[src/rtl/b64cf_pkg.sv]
`timescale 1ns / 1ps
package b64cf_pkg;

   localparam int SRC_SIGN_POS = 63;
   localparam logic [2:0] REG_TOTAL_BITS = 3'd0;
   localparam logic [2:0] REG_EXPONENT_BITS = 3'd1;
   localparam logic [2:0] REG_MANTISSA_BITS = 3'd2;
   localparam logic [2:0] REG_EXPONENT_BIAS = 3'd3;
   localparam logic [2:0] REG_ROUNDING_MODE = 3'd4;
   localparam logic [62:0] B64_INF_MAG = 63'h7FF0000000000000;
   localparam logic [62:0] B64_QNAN_MAG = 63'h7FF8000000000000;

   typedef enum logic [1:0] {
      KIND_FINITE,
      KIND_NAN,
      KIND_ZERO,
      KIND_SAT
   } kind_type;

   typedef enum logic [2:0] {
      RM_RNE = 3'd0,
      RM_RTZ = 3'd1,
      RM_RDN = 3'd2,
      RM_RUP = 3'd3,
      RM_RMM = 3'd4
   } mode_type;

   typedef struct packed {
      logic [6:0]  tb;
      logic [3:0]  e;
      logic [5:0]  m;
      logic [10:0] bias;
      mode_type    mode;
   } cfg_type;

   typedef struct packed {
      logic               sign;
      kind_type           kind;
      logic [52:0]        mm;
      logic signed [12:0] i;
      logic               sub;
      logic [5:0]         sh;
   } dec_type;

   typedef struct packed {
      logic               sign;
      kind_type           kind;
      logic [63:0]        target;
      logic               exact;
      logic [52:0]        mant;
      logic signed [12:0] xe;
   } rnd_type;

   function automatic logic [10:0] all_ones(input logic [3:0] e);
      return 11'((12'd1 << e) - 12'd1);
   endfunction

   function automatic logic [63:0] sign_at(input logic s, input logic [6:0] tb);
      return {63'd0, s} << (tb - 7'd1);
   endfunction

endpackage

[src/rtl/b64cf_decode.sv]
`timescale 1ns / 1ps
module b64cf_decode import b64cf_pkg::*; (
   input  logic        clock,
   input  logic        reset,
   input  cfg_type     cfg,
   input  logic        in_valid,
   output logic        in_stall,
   input  logic [63:0] in_bits,
   output logic        out_valid,
   input  logic        out_stall,
   output dec_type     out_dec
);

   logic        s1_valid_ff, s1_valid_in;
   logic        s1_sign_ff;
   logic [10:0] s1_be_ff;
   logic [51:0] s1_fr_ff;
   logic [5:0]  s1_n_ff, s1_n_in;
   logic        s2_valid_ff, s2_valid_in;
   dec_type     s2_ff, s2_in;
   logic        s1_adv, s2_adv;
   logic [5:0]  msb;

   logic               nan_c, zero_c, inf_c;
   logic [10:0]        expones;
   logic signed [12:0] bias13, thr, lo, i_c;

   assign s2_adv = !s2_valid_ff || !out_stall;
   assign s1_adv = !s1_valid_ff || s2_adv;
   assign in_stall = !s1_adv;
   assign out_valid = s2_valid_ff;
   assign out_dec = s2_ff;

   always_comb begin
      msb = 6'd0;
      for (int b = 0; b < 52; b++) begin
         if (in_bits[b]) begin
            msb = 6'(b);
         end
      end
      s1_n_in = 6'd52 - msb;
      s1_valid_in = s1_adv ? in_valid : s1_valid_ff;
      s2_valid_in = s2_adv ? s1_valid_ff : s2_valid_ff;
   end

   always_comb begin
      nan_c = (s1_be_ff == 11'h7FF) && (s1_fr_ff != 52'd0);
      zero_c = (s1_be_ff == 11'd0) && (s1_fr_ff == 52'd0);
      inf_c = (s1_be_ff == 11'h7FF);
      expones = all_ones(cfg.e);
      bias13 = $signed({2'b00, cfg.bias});
      thr = $signed({2'b00, expones}) - bias13;
      lo = 13'sd1 - bias13 - $signed({7'd0, cfg.m});
      s2_in.sign = s1_sign_ff;
      if (s1_be_ff == 11'd0) begin
         s2_in.mm = {1'b0, s1_fr_ff} << s1_n_ff;
         i_c = -13'sd1022 - $signed({7'd0, s1_n_ff});
      end else begin
         s2_in.mm = {1'b1, s1_fr_ff};
         i_c = $signed({2'b00, s1_be_ff}) - 13'sd1023;
      end
      s2_in.i = i_c;
      if (nan_c) begin
         s2_in.kind = KIND_NAN;
      end else if (zero_c) begin
         s2_in.kind = KIND_ZERO;
      end else if (inf_c || i_c >= thr) begin
         s2_in.kind = KIND_SAT;
      end else if (i_c < lo) begin
         s2_in.kind = KIND_ZERO;
      end else begin
         s2_in.kind = KIND_FINITE;
      end
      s2_in.sub = i_c < (13'sd1 - bias13);
      if (s2_in.sub) begin
         s2_in.sh = 6'(lo - i_c + 13'sd52);
      end else begin
         s2_in.sh = 6'd52 - cfg.m;
      end
   end

   always_ff @(posedge clock) begin
      if (reset) begin
         s1_valid_ff <= 1'b0;
         s2_valid_ff <= 1'b0;
      end else begin
         s1_valid_ff <= s1_valid_in;
         s2_valid_ff <= s2_valid_in;
      end
      if (s1_adv) begin
         s1_sign_ff <= in_bits[SRC_SIGN_POS];
         s1_be_ff <= in_bits[62:52];
         s1_fr_ff <= in_bits[51:0];
         s1_n_ff <= s1_n_in;
      end
      if (s2_adv) begin
         s2_ff <= s2_in;
      end
   end

endmodule

[src/rtl/b64cf_round.sv]
`timescale 1ns / 1ps
module b64cf_round import b64cf_pkg::*; (
   input  logic    clock,
   input  logic    reset,
   input  cfg_type cfg,
   input  logic    in_valid,
   output logic    in_stall,
   input  dec_type in_dec,
   output logic    out_valid,
   input  logic    out_stall,
   output rnd_type out_rnd
);

   logic               s3_valid_ff, s3_valid_in;
   logic               s3_sign_ff;
   kind_type           s3_kind_ff;
   logic [52:0]        s3_k_ff;
   logic               s3_inc_ff, s3_inc_in;
   logic               s3_exact_ff;
   logic signed [12:0] s3_i_ff;
   logic               s3_sub_ff;
   logic [5:0]         s3_sh_ff;
   logic               s4_valid_ff, s4_valid_in;
   rnd_type            s4_ff, s4_in;
   logic               s3_adv, s4_adv;

   logic [105:0] ext;
   logic         g, st, inexact;
   logic [53:0]  kinc, mshift;
   logic [11:0]  ebiased;
   logic [63:0]  mag;
   logic         ovf;

   assign s4_adv = !s4_valid_ff || !out_stall;
   assign s3_adv = !s3_valid_ff || s4_adv;
   assign in_stall = !s3_adv;
   assign out_valid = s4_valid_ff;
   assign out_rnd = s4_ff;

   always_comb begin
      ext = {in_dec.mm, 53'd0} >> in_dec.sh;
      g = ext[52];
      st = |ext[51:0];
      inexact = g || st;
      case (cfg.mode)
         RM_RNE: s3_inc_in = g && (st || ext[53]);
         RM_RTZ: s3_inc_in = 1'b0;
         RM_RDN: s3_inc_in = inexact && in_dec.sign;
         RM_RUP: s3_inc_in = inexact && !in_dec.sign;
         RM_RMM: s3_inc_in = g;
         default: s3_inc_in = g && (st || ext[53]);
      endcase
      s3_valid_in = s3_adv ? in_valid : s3_valid_ff;
      s4_valid_in = s4_adv ? s3_valid_ff : s4_valid_ff;
   end

   always_comb begin
      kinc = {1'b0, s3_k_ff} + {53'd0, s3_inc_ff};
      ebiased = 12'(s3_i_ff + $signed({2'b00, cfg.bias}) - 13'sd1);
      if (s3_sub_ff) begin
         mag = {10'd0, kinc};
      end else begin
         mag = ({52'd0, ebiased} << cfg.m) + {10'd0, kinc};
      end
      ovf = (mag >> cfg.m) >= {53'd0, all_ones(cfg.e)};
      mshift = kinc << s3_sh_ff;
      s4_in.sign = s3_sign_ff;
      s4_in.kind = (s3_kind_ff == KIND_FINITE && ovf) ? KIND_SAT : s3_kind_ff;
      s4_in.target = sign_at(s3_sign_ff, cfg.tb) + mag;
      s4_in.exact = s3_exact_ff && (s3_kind_ff == KIND_FINITE);
      if (mshift[53]) begin
         s4_in.mant = {1'b1, 52'd0};
         s4_in.xe = s3_i_ff + 13'sd1;
      end else begin
         s4_in.mant = mshift[52:0];
         s4_in.xe = s3_i_ff;
      end
   end

   always_ff @(posedge clock) begin
      if (reset) begin
         s3_valid_ff <= 1'b0;
         s4_valid_ff <= 1'b0;
      end else begin
         s3_valid_ff <= s3_valid_in;
         s4_valid_ff <= s4_valid_in;
      end
      if (s3_adv) begin
         s3_sign_ff <= in_dec.sign;
         s3_kind_ff <= in_dec.kind;
         s3_k_ff <= ext[105:53];
         s3_inc_ff <= s3_inc_in;
         s3_exact_ff <= !inexact;
         s3_i_ff <= in_dec.i;
         s3_sub_ff <= in_dec.sub;
         s3_sh_ff <= in_dec.sh;
      end
      if (s4_adv) begin
         s4_ff <= s4_in;
      end
   end

endmodule

[src/rtl/b64cf_pack.sv]
`timescale 1ns / 1ps
module b64cf_pack import b64cf_pkg::*; (
   input  logic        clock,
   input  logic        reset,
   input  cfg_type     cfg,
   input  logic        in_valid,
   output logic        in_stall,
   input  rnd_type     in_rnd,
   output logic        out_valid,
   input  logic        out_stall,
   output logic [63:0] out_target_bits,
   output logic        out_is_exact,
   output logic [63:0] out_rounded_value
);

   logic        valid_ff, valid_in, adv;
   logic [63:0] target_ff, target_in;
   logic        exact_ff, exact_in;
   logic [63:0] rounded_ff, rounded_in;
   logic [63:0] signpos, inf_pat;
   logic [52:0] sub_mant;
   logic [12:0] sub_sh;

   assign adv = !valid_ff || !out_stall;
   assign in_stall = !adv;
   assign out_valid = valid_ff;
   assign out_target_bits = target_ff;
   assign out_is_exact = exact_ff;
   assign out_rounded_value = rounded_ff;

   always_comb begin
      signpos = sign_at(in_rnd.sign, cfg.tb);
      inf_pat = signpos + ({53'd0, all_ones(cfg.e)} << cfg.m);
      sub_sh = 13'(-13'sd1022 - in_rnd.xe);
      sub_mant = (sub_sh > 13'd52) ? 53'd0 : (in_rnd.mant >> sub_sh[5:0]);
      valid_in = adv ? in_valid : valid_ff;
      exact_in = in_rnd.exact;
      case (in_rnd.kind)
         KIND_NAN: begin
            target_in = inf_pat + (64'd1 << (cfg.m - 6'd1));
            rounded_in = {in_rnd.sign, B64_QNAN_MAG};
         end
         KIND_ZERO: begin
            target_in = signpos;
            rounded_in = {in_rnd.sign, 63'd0};
         end
         KIND_SAT: begin
            target_in = inf_pat;
            rounded_in = {in_rnd.sign, B64_INF_MAG};
         end
         default: begin
            target_in = in_rnd.target;
            if (in_rnd.xe > 13'sd1023) begin
               rounded_in = {in_rnd.sign, B64_INF_MAG};
            end else if (in_rnd.xe >= -13'sd1022) begin
               rounded_in = {in_rnd.sign, 11'(in_rnd.xe + 13'sd1023), in_rnd.mant[51:0]};
            end else begin
               rounded_in = {in_rnd.sign, 11'd0, sub_mant[51:0]};
            end
         end
      endcase
   end

   always_ff @(posedge clock) begin
      if (reset) begin
         valid_ff <= 1'b0;
      end else begin
         valid_ff <= valid_in;
      end
      if (adv) begin
         target_ff <= target_in;
         exact_ff <= exact_in;
         rounded_ff <= rounded_in;
      end
   end

endmodule

[src/rtl/binary64_to_custom_float_round.sv]
`timescale 1ns / 1ps
// Converts each binary64 item to a sign/exponent/fraction format set by the csr registers,
// rounding in the selected mode, and also returns an exact flag and the rounded value as
// binary64. The pipeline has five register stages; a new item is taken every cycle unless
// the result side stalls, and the stall is passed back through each stage only where that
// stage holds an item.
module binary64_to_custom_float_round import b64cf_pkg::*; (
   input  logic        clock,
   input  logic        reset,
   input  logic        req_valid,
   output logic        req_stall,
   input  logic [63:0] req_source_bits,
   output logic        rsp_valid,
   input  logic        rsp_stall,
   output logic [63:0] rsp_target_bits,
   output logic        rsp_is_exact,
   output logic [63:0] rsp_rounded_value,
   input  logic        csr_psel,
   input  logic        csr_penable,
   input  logic        csr_pwrite,
   input  logic [4:0]  csr_paddr,
   input  logic [31:0] csr_pwdata,
   output logic [31:0] csr_prdata,
   output logic        csr_pready
);

   logic [6:0]  total_ff;
   logic [3:0]  exp_ff;
   logic [5:0]  mant_ff;
   logic [10:0] bias_ff;
   logic [2:0]  mode_ff;
   logic [2:0]  reg_index;
   logic        wr_en;
   cfg_type     cfg;
   logic        dec_valid, dec_stall, rnd_valid, rnd_stall;
   dec_type     dec;
   rnd_type     rnd;

   assign csr_pready = 1'b1;
   assign reg_index = csr_paddr[4:2];
   assign wr_en = csr_psel && csr_penable && csr_pwrite && csr_pready;

   always_comb begin
      case (reg_index)
         REG_TOTAL_BITS: csr_prdata = {25'd0, total_ff};
         REG_EXPONENT_BITS: csr_prdata = {28'd0, exp_ff};
         REG_MANTISSA_BITS: csr_prdata = {26'd0, mant_ff};
         REG_EXPONENT_BIAS: csr_prdata = {21'd0, bias_ff};
         REG_ROUNDING_MODE: csr_prdata = {29'd0, mode_ff};
         default: csr_prdata = 32'd0;
      endcase
      cfg.tb = (total_ff < 7'd4) ? 7'd4 : ((total_ff > 7'd64) ? 7'd64 : total_ff);
      cfg.e = (exp_ff < 4'd2) ? 4'd2 : ((exp_ff > 4'd11) ? 4'd11 : exp_ff);
      cfg.m = (mant_ff < 6'd1) ? 6'd1 : ((mant_ff > 6'd52) ? 6'd52 : mant_ff);
      cfg.bias = bias_ff;
      cfg.mode = (mode_ff > 3'd4) ? RM_RNE : mode_type'(mode_ff);
   end

   always_ff @(posedge clock) begin
      if (reset) begin
         total_ff <= 7'd32;
         exp_ff <= 4'd8;
         mant_ff <= 6'd23;
         bias_ff <= 11'd127;
         mode_ff <= 3'd0;
      end else if (wr_en) begin
         case (reg_index)
            REG_TOTAL_BITS: total_ff <= csr_pwdata[6:0];
            REG_EXPONENT_BITS: exp_ff <= csr_pwdata[3:0];
            REG_MANTISSA_BITS: mant_ff <= csr_pwdata[5:0];
            REG_EXPONENT_BIAS: bias_ff <= csr_pwdata[10:0];
            REG_ROUNDING_MODE: mode_ff <= csr_pwdata[2:0];
            default: ;
         endcase
      end
   end

   b64cf_decode u_decode (
      .clock(clock), .reset(reset), .cfg(cfg),
      .in_valid(req_valid), .in_stall(req_stall), .in_bits(req_source_bits),
      .out_valid(dec_valid), .out_stall(dec_stall), .out_dec(dec)
   );

   b64cf_round u_round (
      .clock(clock), .reset(reset), .cfg(cfg),
      .in_valid(dec_valid), .in_stall(dec_stall), .in_dec(dec),
      .out_valid(rnd_valid), .out_stall(rnd_stall), .out_rnd(rnd)
   );

   b64cf_pack u_pack (
      .clock(clock), .reset(reset), .cfg(cfg),
      .in_valid(rnd_valid), .in_stall(rnd_stall), .in_rnd(rnd),
      .out_valid(rsp_valid), .out_stall(rsp_stall),
      .out_target_bits(rsp_target_bits), .out_is_exact(rsp_is_exact),
      .out_rounded_value(rsp_rounded_value)
   );

`ifndef SYNTHESIS
   a_exact_not_nan: assert property (@(posedge clock) disable iff (reset)
      rsp_valid && rsp_is_exact |->
         !(rsp_rounded_value[62:52] == 11'h7FF && rsp_rounded_value[51:0] != 52'd0))
      else $error("exact item reported with a NaN rounded value");

   a_no_stall_when_free: assert property (@(posedge clock) disable iff (reset)
      !rsp_stall |-> !req_stall)
      else $error("input stalled although the result side is free");
`endif

endmodule

[config.mk]
export PLATFORM = sky130hd
export DESIGN_NAME = binary64_to_custom_float_round
export DESIGN_NICKNAME = d
export VERILOG_FILES = /design/src/rtl/b64cf_pkg.sv /design/src/rtl/b64cf_decode.sv /design/src/rtl/b64cf_round.sv /design/src/rtl/b64cf_pack.sv /design/src/rtl/binary64_to_custom_float_round.sv
export SDC_FILE = /design/constraint.sdc
export NUM_CORES = 2
export LEC_CHECK = 0
export BUFFER_PORTS_ARGS = -buffer_cell sky130_fd_sc_hd__buf_2
export CAP_MARGIN = 20
export CORE_MARGIN = 8
export CORE_UTILIZATION = 50
export CTS_BUF_LIST = sky130_fd_sc_hd__clkbuf_4 sky130_fd_sc_hd__clkbuf_8
export DETAILED_ROUTE_END_ITERATION = 8
export HOLD_SLACK_MARGIN = 0.02
export PLACE_DENSITY = 0.68
export SKIP_CTS_REPAIR_TIMING = 1
export SLEW_MARGIN = 20
export SYNTH_ARGS = -nofsm -noshare
export SYNTH_HDL_FRONTEND = slang
export SYNTH_SLANG_ARGS = --single-unit
[constraint.sdc]
create_clock -name clock -period 11.3 [get_ports clock]
set_input_delay 0 -clock clock [delete_from_list [all_inputs] [get_ports clock]]
set_output_delay 0 -clock clock [all_outputs]
set_load 0.01 [all_outputs]
Yosys cells after proc, flatten, opt, wreduce, memory -nomap -nowiden

Index checks and enable logic that the tools add are counted.

Divide/modulo/power cells: 0
Shift-type cells: 11
Reductions and logical operators: 37
$add $sub $neg: 22
Order comparisons: 14
Eq/ne operators: 12
Bitwise logic cells: 0
Mux-type cells: 73
Multiply operators: 0

Operator list:

| cell                 | count |
|---|---|
| $add 64x64->64       | 3 |
| $pmux 64 s3          | 1 |
| $pmux 63 s3          | 1 |
| $mux 6               | 23 |
| $shl 1x7->64         | 2 |
| $mux 63              | 2 |
| $shr 106x6->106      | 1 |
| $mux 52              | 2 |
| $mux 5               | 16 |
| $add 64x54->64       | 1 |
| $ge 64x11->1         | 1 |
| $mux 64              | 1 |
| $shl 1x6->64 const A | 1 |
| $shl 11x6->64        | 1 |
| $shl 12x6->64        | 1 |
| $shr 64x6->64        | 1 |
| $pmux 11 s5          | 1 |
| $add 53x1->54        | 1 |
| $shl 54x6->54        | 1 |
| $shl 52x6->53        | 1 |
| $shr 53x6->52        | 1 |
| $logic_not 52->1     | 1 |
| $reduce_bool 52->1   | 1 |
| $reduce_or 52->1     | 1 |
| other kinds (50)     | 103 |

Input bits: 108
Bits in latches: 0
Output and inout port bits: 164
Register bits: 523
Bits in writable memories: 0
Bits in read-only memories: 0
Memories kept: 0
Logic and storage cells: 207

Longest topological paths before layout

Word-level depth: 52
Gate-level depth with buffers: 51
Gate-level depth less buffers: 51

Modules after synthesis

A second synthesis with hierarchy kept.

Cells, all modules: 7545
Area total of the unflattened synthesis: 61895.6 um^2

By module, submodules not included:

| module                         | times used | seq. area each (um^2) | cells an instance | area an instance (um^2) |
|---|---|---|---|---|
| b64cf_round                    | 1          | 6406.1                | 3685              | 29404.5 |
| b64cf_pack                     | 1          | 3893.7                | 2520              | 19190.9 |
| b64cf_decode                   | 1          | 4394.2                | 1121              | 11352.1 |
| binary64_to_custom_float_round | 1          | 620.6                 | 219               | 1948.1 |

Least setup slack after synthesis

OpenSTA, ideal clock, no wires.

Path kind: register -> register
Start: reg mant_ff[4]
End: reg u_round.s4_ff (netlist bit u_round.out_rnd[131]), data pin
Cell stages (with the launch flop): 49
Setup slack: 1.294 ns
Clock period less this slack: 10.006 ns
Required time: 11.029 ns
Data arrival time: 9.735 ns
Path through: dfxtp_1 > buf_4 > and2_0 > clkbuf_1 > a21o_1 > buf_2 > inv_2 > clkbuf_1 > clkbuf_1 > clkbuf_1 > clkbuf_1 > buf_1 > buf_1 > nor2_1 > o32ai_1 > o21ai_0 > nor2_1 > ha_1 > [13 not listed] > nor2_1 > a21oi_1 > ha_1 > a21o_1 > a21o_1 > a21o_1 > a21o_1 > a21o_1 > a21o_1 > a211oi_1 > o31a_1 > o41ai_1 > a21oi_1 > or4b_1 > a2111oi_2 > o2111ai_1 > a2111oi_2 > o211ai_1

Longest elaborated chain between the ends: 9
Elaborated cells between the ends (all ways): 10
Those cells by class: add/sub: 1; order compare: 3; shift: 2; mux: 3; reduce/logical: 1

Ends and longest elaborated chain:

| element                | RTL line                             | text |
|---|---|---|
| start, declared        | binary64_to_custom_float_round.sv:29 | `logic [5:0] mant_ff;` |
| start signal, assigned | binary64_to_custom_float_round.sv:70 | `REG_MANTISSA_BITS: mant_ff <= csr_pwdata[5:0];` |
| $gt 6x6->1             | binary64_to_custom_float_round.sv:54 | `cfg.m = (mant_ff < 6'd1) ? 6'd1 : ((mant_ff > 6'd52) ? 6'd52 : mant_ff);` |
| $mux 6                 | binary64_to_custom_float_round.sv:54 |  |
| $mux 6 *               | binary64_to_custom_float_round.sv:54 |  |
| $shl 12x6->64          | b64cf_round.sv:63                    | `mag = ({52'd0, ebiased} << cfg.m) + {10'd0, kinc};` |
| $add 64x54->64         | b64cf_round.sv:63                    |  |
| $mux 64                | b64cf_round.sv:60                    | `if (s3_sub_ff) begin` |
| $shr 64x6->64 *        | b64cf_round.sv:65                    | `ovf = (mag >> cfg.m) >= {53'd0, all_ones(cfg.e)};` |
| $ge 64x11->1 *         | b64cf_round.sv:65                    |  |
| $logic_and 1x1->1 *    | b64cf_round.sv:68                    | `s4_in.kind = (s3_kind_ff == KIND_FINITE && ovf) ? KIND_SAT : s3_kind_ff;` |
| end signal, assigned   | b64cf_round.sv:99                    | `s4_ff <= s4_in;` |
| end, declared          | b64cf_round.sv:24                    | `rnd_type s4_ff, s4_in;` |

Mark *: on every way between the ends. The rest lies on a longest branch, timed or not.
A chain may end at the register's enable or synchronous reset.

Final worst setup path

Start: reg u_round.s3_i_ff[1]
End: reg u_round.s4_ff (netlist bit u_round.out_rnd[131]), data pin

Longest elaborated chain between the ends: 8

Ends and longest elaborated chain:

| element                | RTL line          | text |
|---|---|---|
| start, declared        | b64cf_round.sv:20 | `logic signed [12:0] s3_i_ff;` |
| start signal, assigned | b64cf_round.sv:94 | `s3_i_ff <= in_dec.i;` |
| $add 12x12->12         | b64cf_round.sv:59 | `ebiased = 12'(s3_i_ff + $signed({2'b00, cfg.bias}) - 13'sd1);` |
| $sub 12x2->12          | b64cf_round.sv:59 |  |
| $shl 12x6->64          | b64cf_round.sv:63 |  |
| $add 64x54->64         | b64cf_round.sv:63 |  |
| $mux 64                | b64cf_round.sv:60 |  |
| $shr 64x6->64          | b64cf_round.sv:65 |  |
| $ge 64x11->1           | b64cf_round.sv:65 |  |
| $logic_and 1x1->1      | b64cf_round.sv:68 |  |

Every way passes these cells.

==> impl_metrics.py <==
metrics = {
    "critical_path": {
        "r2r-end": "u_round.out_rnd[131]$_SDFFCE_PP1P_",
        "cpPeakStageDelay_ns": 0.50,
        "cp-start-kind": "register",
        "r2r-start": "u_round.s3_i_ff[1]$_DFFE_PP_",
        "slowest_stage": "or3_1",
        "r2r_slack_ns": 0.43,
        "arrival_ns": 11.41,
        "crit_fanout": 9,
        "critPathCaptureType": "register",
        "critPathRequiredTime_ns": 11.84,
        "path_class": "reg2reg",
        "worst_r2r_path_depth": 44,
    },
    "floorplanning": {
        "core_area_um2": 119200,
        "ioPinCount": 272,
        "num_rows": 127,
        "dieArea_um2": 130800,
        "die_y_um": 361.6,
        "initial_utilization": 0.5012,
        "die_width_um": 361.6,
    },
    "clocking": {
        "htree_levels": 3,
        "cts_made_buffers": 95,
        "cts-root-buf": "clkbuf_8",
        "clkSinkCount": 521,
        "cts_tree": "built",
        "clock_latency_ns": 0.84,
        "clockBufferDepth": 3,
        "path_clk_slew_ns": 0.07,
    },
    "synthesis": {
        "netlist-cell-type-count": 111,
        "syn_inst": 7365,
        "netlist_area_um2": 59730,
        "ys_seq_area_frac": 0.2559,
        "synth_edf_count": 485,
        "yosysWarnings": 0,
        "ys_async_sr_fraction": 0,
        "synth_seq_cells": 521,
        "synth_ff_type": "edfxtp_1",
        "syn_area_per_cell_um2": 8.111,
    },
    "route": {
        "drtIter0Drc": 7946,
        "dr.pass1.iters": 9,
        "viasPerCell": 6.619,
        "drt.antenna.violating_nets": 0,
        "drt_wl_total_mm": 256.1,
        "wire_per_inst_um": 27.36,
        "routed-via-count": 61948,
        "route.detailed.drc": 0,
    },
    "place": {
        "portBuffers": 226,
        "hpwl_mm": 197.6,
        "dpl.cell_count": 8997,
        "routabilityCongestion": 1.082,
    },
    "timing": {
        "final-setup-viol-count": 0,
        "period_needed_ns": 10.87,
        "relSlewSlack": 0.1217,
        "fin_crit_sh": 0.9620,
        "skew_ns": 0.04991,
        "report.final.slew_viol_count": 0,
        "tightestPinTransition_ns": 1.313,
        "clock.fmax_ghz": 0.09199,
        "rsz0062_at_grt": "yes",
        "finalSetupTns_ns": 0,
        "whs_ns": 0.01606,
        "hold_violations": 0,
    },
    "finish": {
        "area_delta_synth_final_pct": 13.39,
        "final_cells": 9359,
        "n_fill_cell": 10876,
        "final_common_cell": "nor2_1",
        "drive_gt1_frac": 0.1416,
        "layout.nets": 8208,
        "layout_common_cells": "955 x nor2_1, 891 x nand2_1, 539 x a21oi_1",
    },
    "power_and_ir_drop": {
        "peakVddDrop_v": 0.0001896,
        "pwr_density_cell_nw_per_um2": 155.7,
        "p_leak_nw": 29.78,
    },
    "global_routing": {
        "grt_pass1_vias": 56298,
        "antenna_found_initial": 12,
        "gr-usage-met2": 0.5588,
        "grt_overflow_total": 0,
        "track_usage": 0.3643,
        "grt_max_degree": 131,
        "grt_busiest_layer": "met2",
        "grt_pass1_wl_mm": 364.4,
        "met1_usage": 0.4860,
        "met3_usage": 0.07677,
    },
    "min_path": {
        "whs_path_depth": 4,
        "hold_start": "csr_pwdata[6]",
        "hold_end": "total_ff[6]$_SDFFE_PP0P_",
        "worstHoldPathType": "in2reg",
    },
    "run_status": {
        "status": "complete, no violations",
    },
    "run": {
        "cap_violations": 0,
    },
}
[cell usage after synthesis, types with 44 or more instances]
cell	n	area, um^2
nor3_1	121	605.6
xnor2_1	226	1979
and2_1	89	556.8
a31oi_1	58	362.9
clkbuf_1	318	1194
mux2i_1	348	3483
ha_1	357	4467
and3_1	67	419.2
mux2_2	66	743.2
nand2b_1	70	437.9
xor2_1	111	972.2
nand4_1	81	506.7
inv_1	246	923.4
edfxtp_1	485	14560
a211oi_1	101	758.2
a21oi_1	554	2773
nor2b_1	67	419.2
buf_1	93	349.1
nand3_1	158	790.8
nor4_1	62	387.9
nor2_1	968	3633
o21ai_0	471	2357
nand2_1	895	3359
o22ai_1	82	513.0
o21a_1	62	465.5
a21o_1	200	1501
o21bai_1	44	330.3
a22oi_1	75	563.0
o211ai_1	74	555.5
mux4_2	173	3896
[through the flow]
step / util / setup WS [ns] / total power [mW] / area [um^2]
final: 0.5683 / 0.4298 / 10.54 / 67730
after global routing: 0.5683 / -0.09758 / 11.03 / 67730
after CTS: 0.5493 / 0.2177 / 10.29 / 65460
after detailed placement: 0.5322 / 0.2807 / 8.267 / 63420
after global placement: 0.5321 / 0.4171 / 8.245 / 63420
after floorplan: - / 1.294 / 6.326 / 59840
[worst max-delay path, delay by kind of cell, from the launching register on]
kind	cells	cell delay, ns
flip-flops	1	0.42
adder cells (fa/ha/maj)	5	1.57
XOR/XNOR	2	0.74
AO/OA/AOI/OAI	27	5.59
AND/OR/NAND/NOR	5	1.60
buffers and inverters	5	0.63
[where the power goes]
group / internal, mW / total, mW / switching, mW
clock: 1.10 / 2.00 / 0.899
combinational: 2.08 / 5.78 / 3.69
sequential: 2.46 / 2.76 / 0.308
[kinds of logic after synthesis]
kind of cell	share of synthesized area
AOI/OAI and AO/OA	0.2285
xor gates and xnor gates	0.04968
adders and majority gates	0.07763
buffers and inverters	0.04713
DFF	0.2559
muxes	0.1367
other	0.0001257
and+or+nand+nor	0.2043
[layer usage]
| metal | vias to the layer above | part of all wire |
|---|---|---|
| met1 | 29645 | 0.40 |
| met3 | 701 | 0.10 |
| li1 | 27994 | - |
| met4 | 10 | 0.060 |
| met5 | - | 0.00098 |
| met2 | 3598 | 0.43 |
[final cells by class]
cell class	instances	area [um^2]	area share
Clock inverter	47	505.5	0.007463
Clock buffer	123	1536	0.02268
Tap cell	1548	1937	0.02860
Timing Repair Buffer	702	5167	0.07629
Multi-Input combinational cell	6157	42310	0.6247
Antenna cell	3	7.507	0.0001108
Inverter	258	975.9	0.01441
Sequential cell	521	15290	0.2257
[state kept, by name, indices dropped and copies added (netlist names), 7 cells and up]
signal,flops
u_round.out_rnd,134
u_decode.out_dec,75
u_pack.out_rounded_value,64
u_pack.out_target_bits,64
u_round.s3_k_ff,53
u_decode.s1_fr_ff,52
u_round.s3_i_ff,12
bias_ff,11
u_decode.s1_be_ff,11
total_ff,7
[worst max path at each step]
stage / start / end / slack, ns / cells after the start
after global placement: u_round.s3_i_ff[1]$_DFFE_PP_ / u_round.out_rnd[131]$_SDFFCE_PP1P_ / 0.42 / 52
after CTS: u_round.s3_i_ff[1]$_DFFE_PP_ / u_round.out_rnd[131]$_SDFFCE_PP1P_ / 0.22 / 46
after global routing: u_round.s3_i_ff[1]$_DFFE_PP_ / u_round.out_rnd[131]$_SDFFCE_PP1P_ / -0.1 / 47
after floorplan: mant_ff[4]$_SDFFE_PP1P_ / u_round.out_rnd[131]$_SDFFCE_PP1P_ / 1.29 / 48
after detailed placement: u_round.s3_i_ff[1]$_DFFE_PP_ / u_round.out_rnd[131]$_SDFFCE_PP1P_ / 0.28 / 46
final: u_round.s3_i_ff[1]$_DFFE_PP_ / u_round.out_rnd[131]$_SDFFCE_PP1P_ / 0.43 / 44
Power figures use the tool's default switching activity.
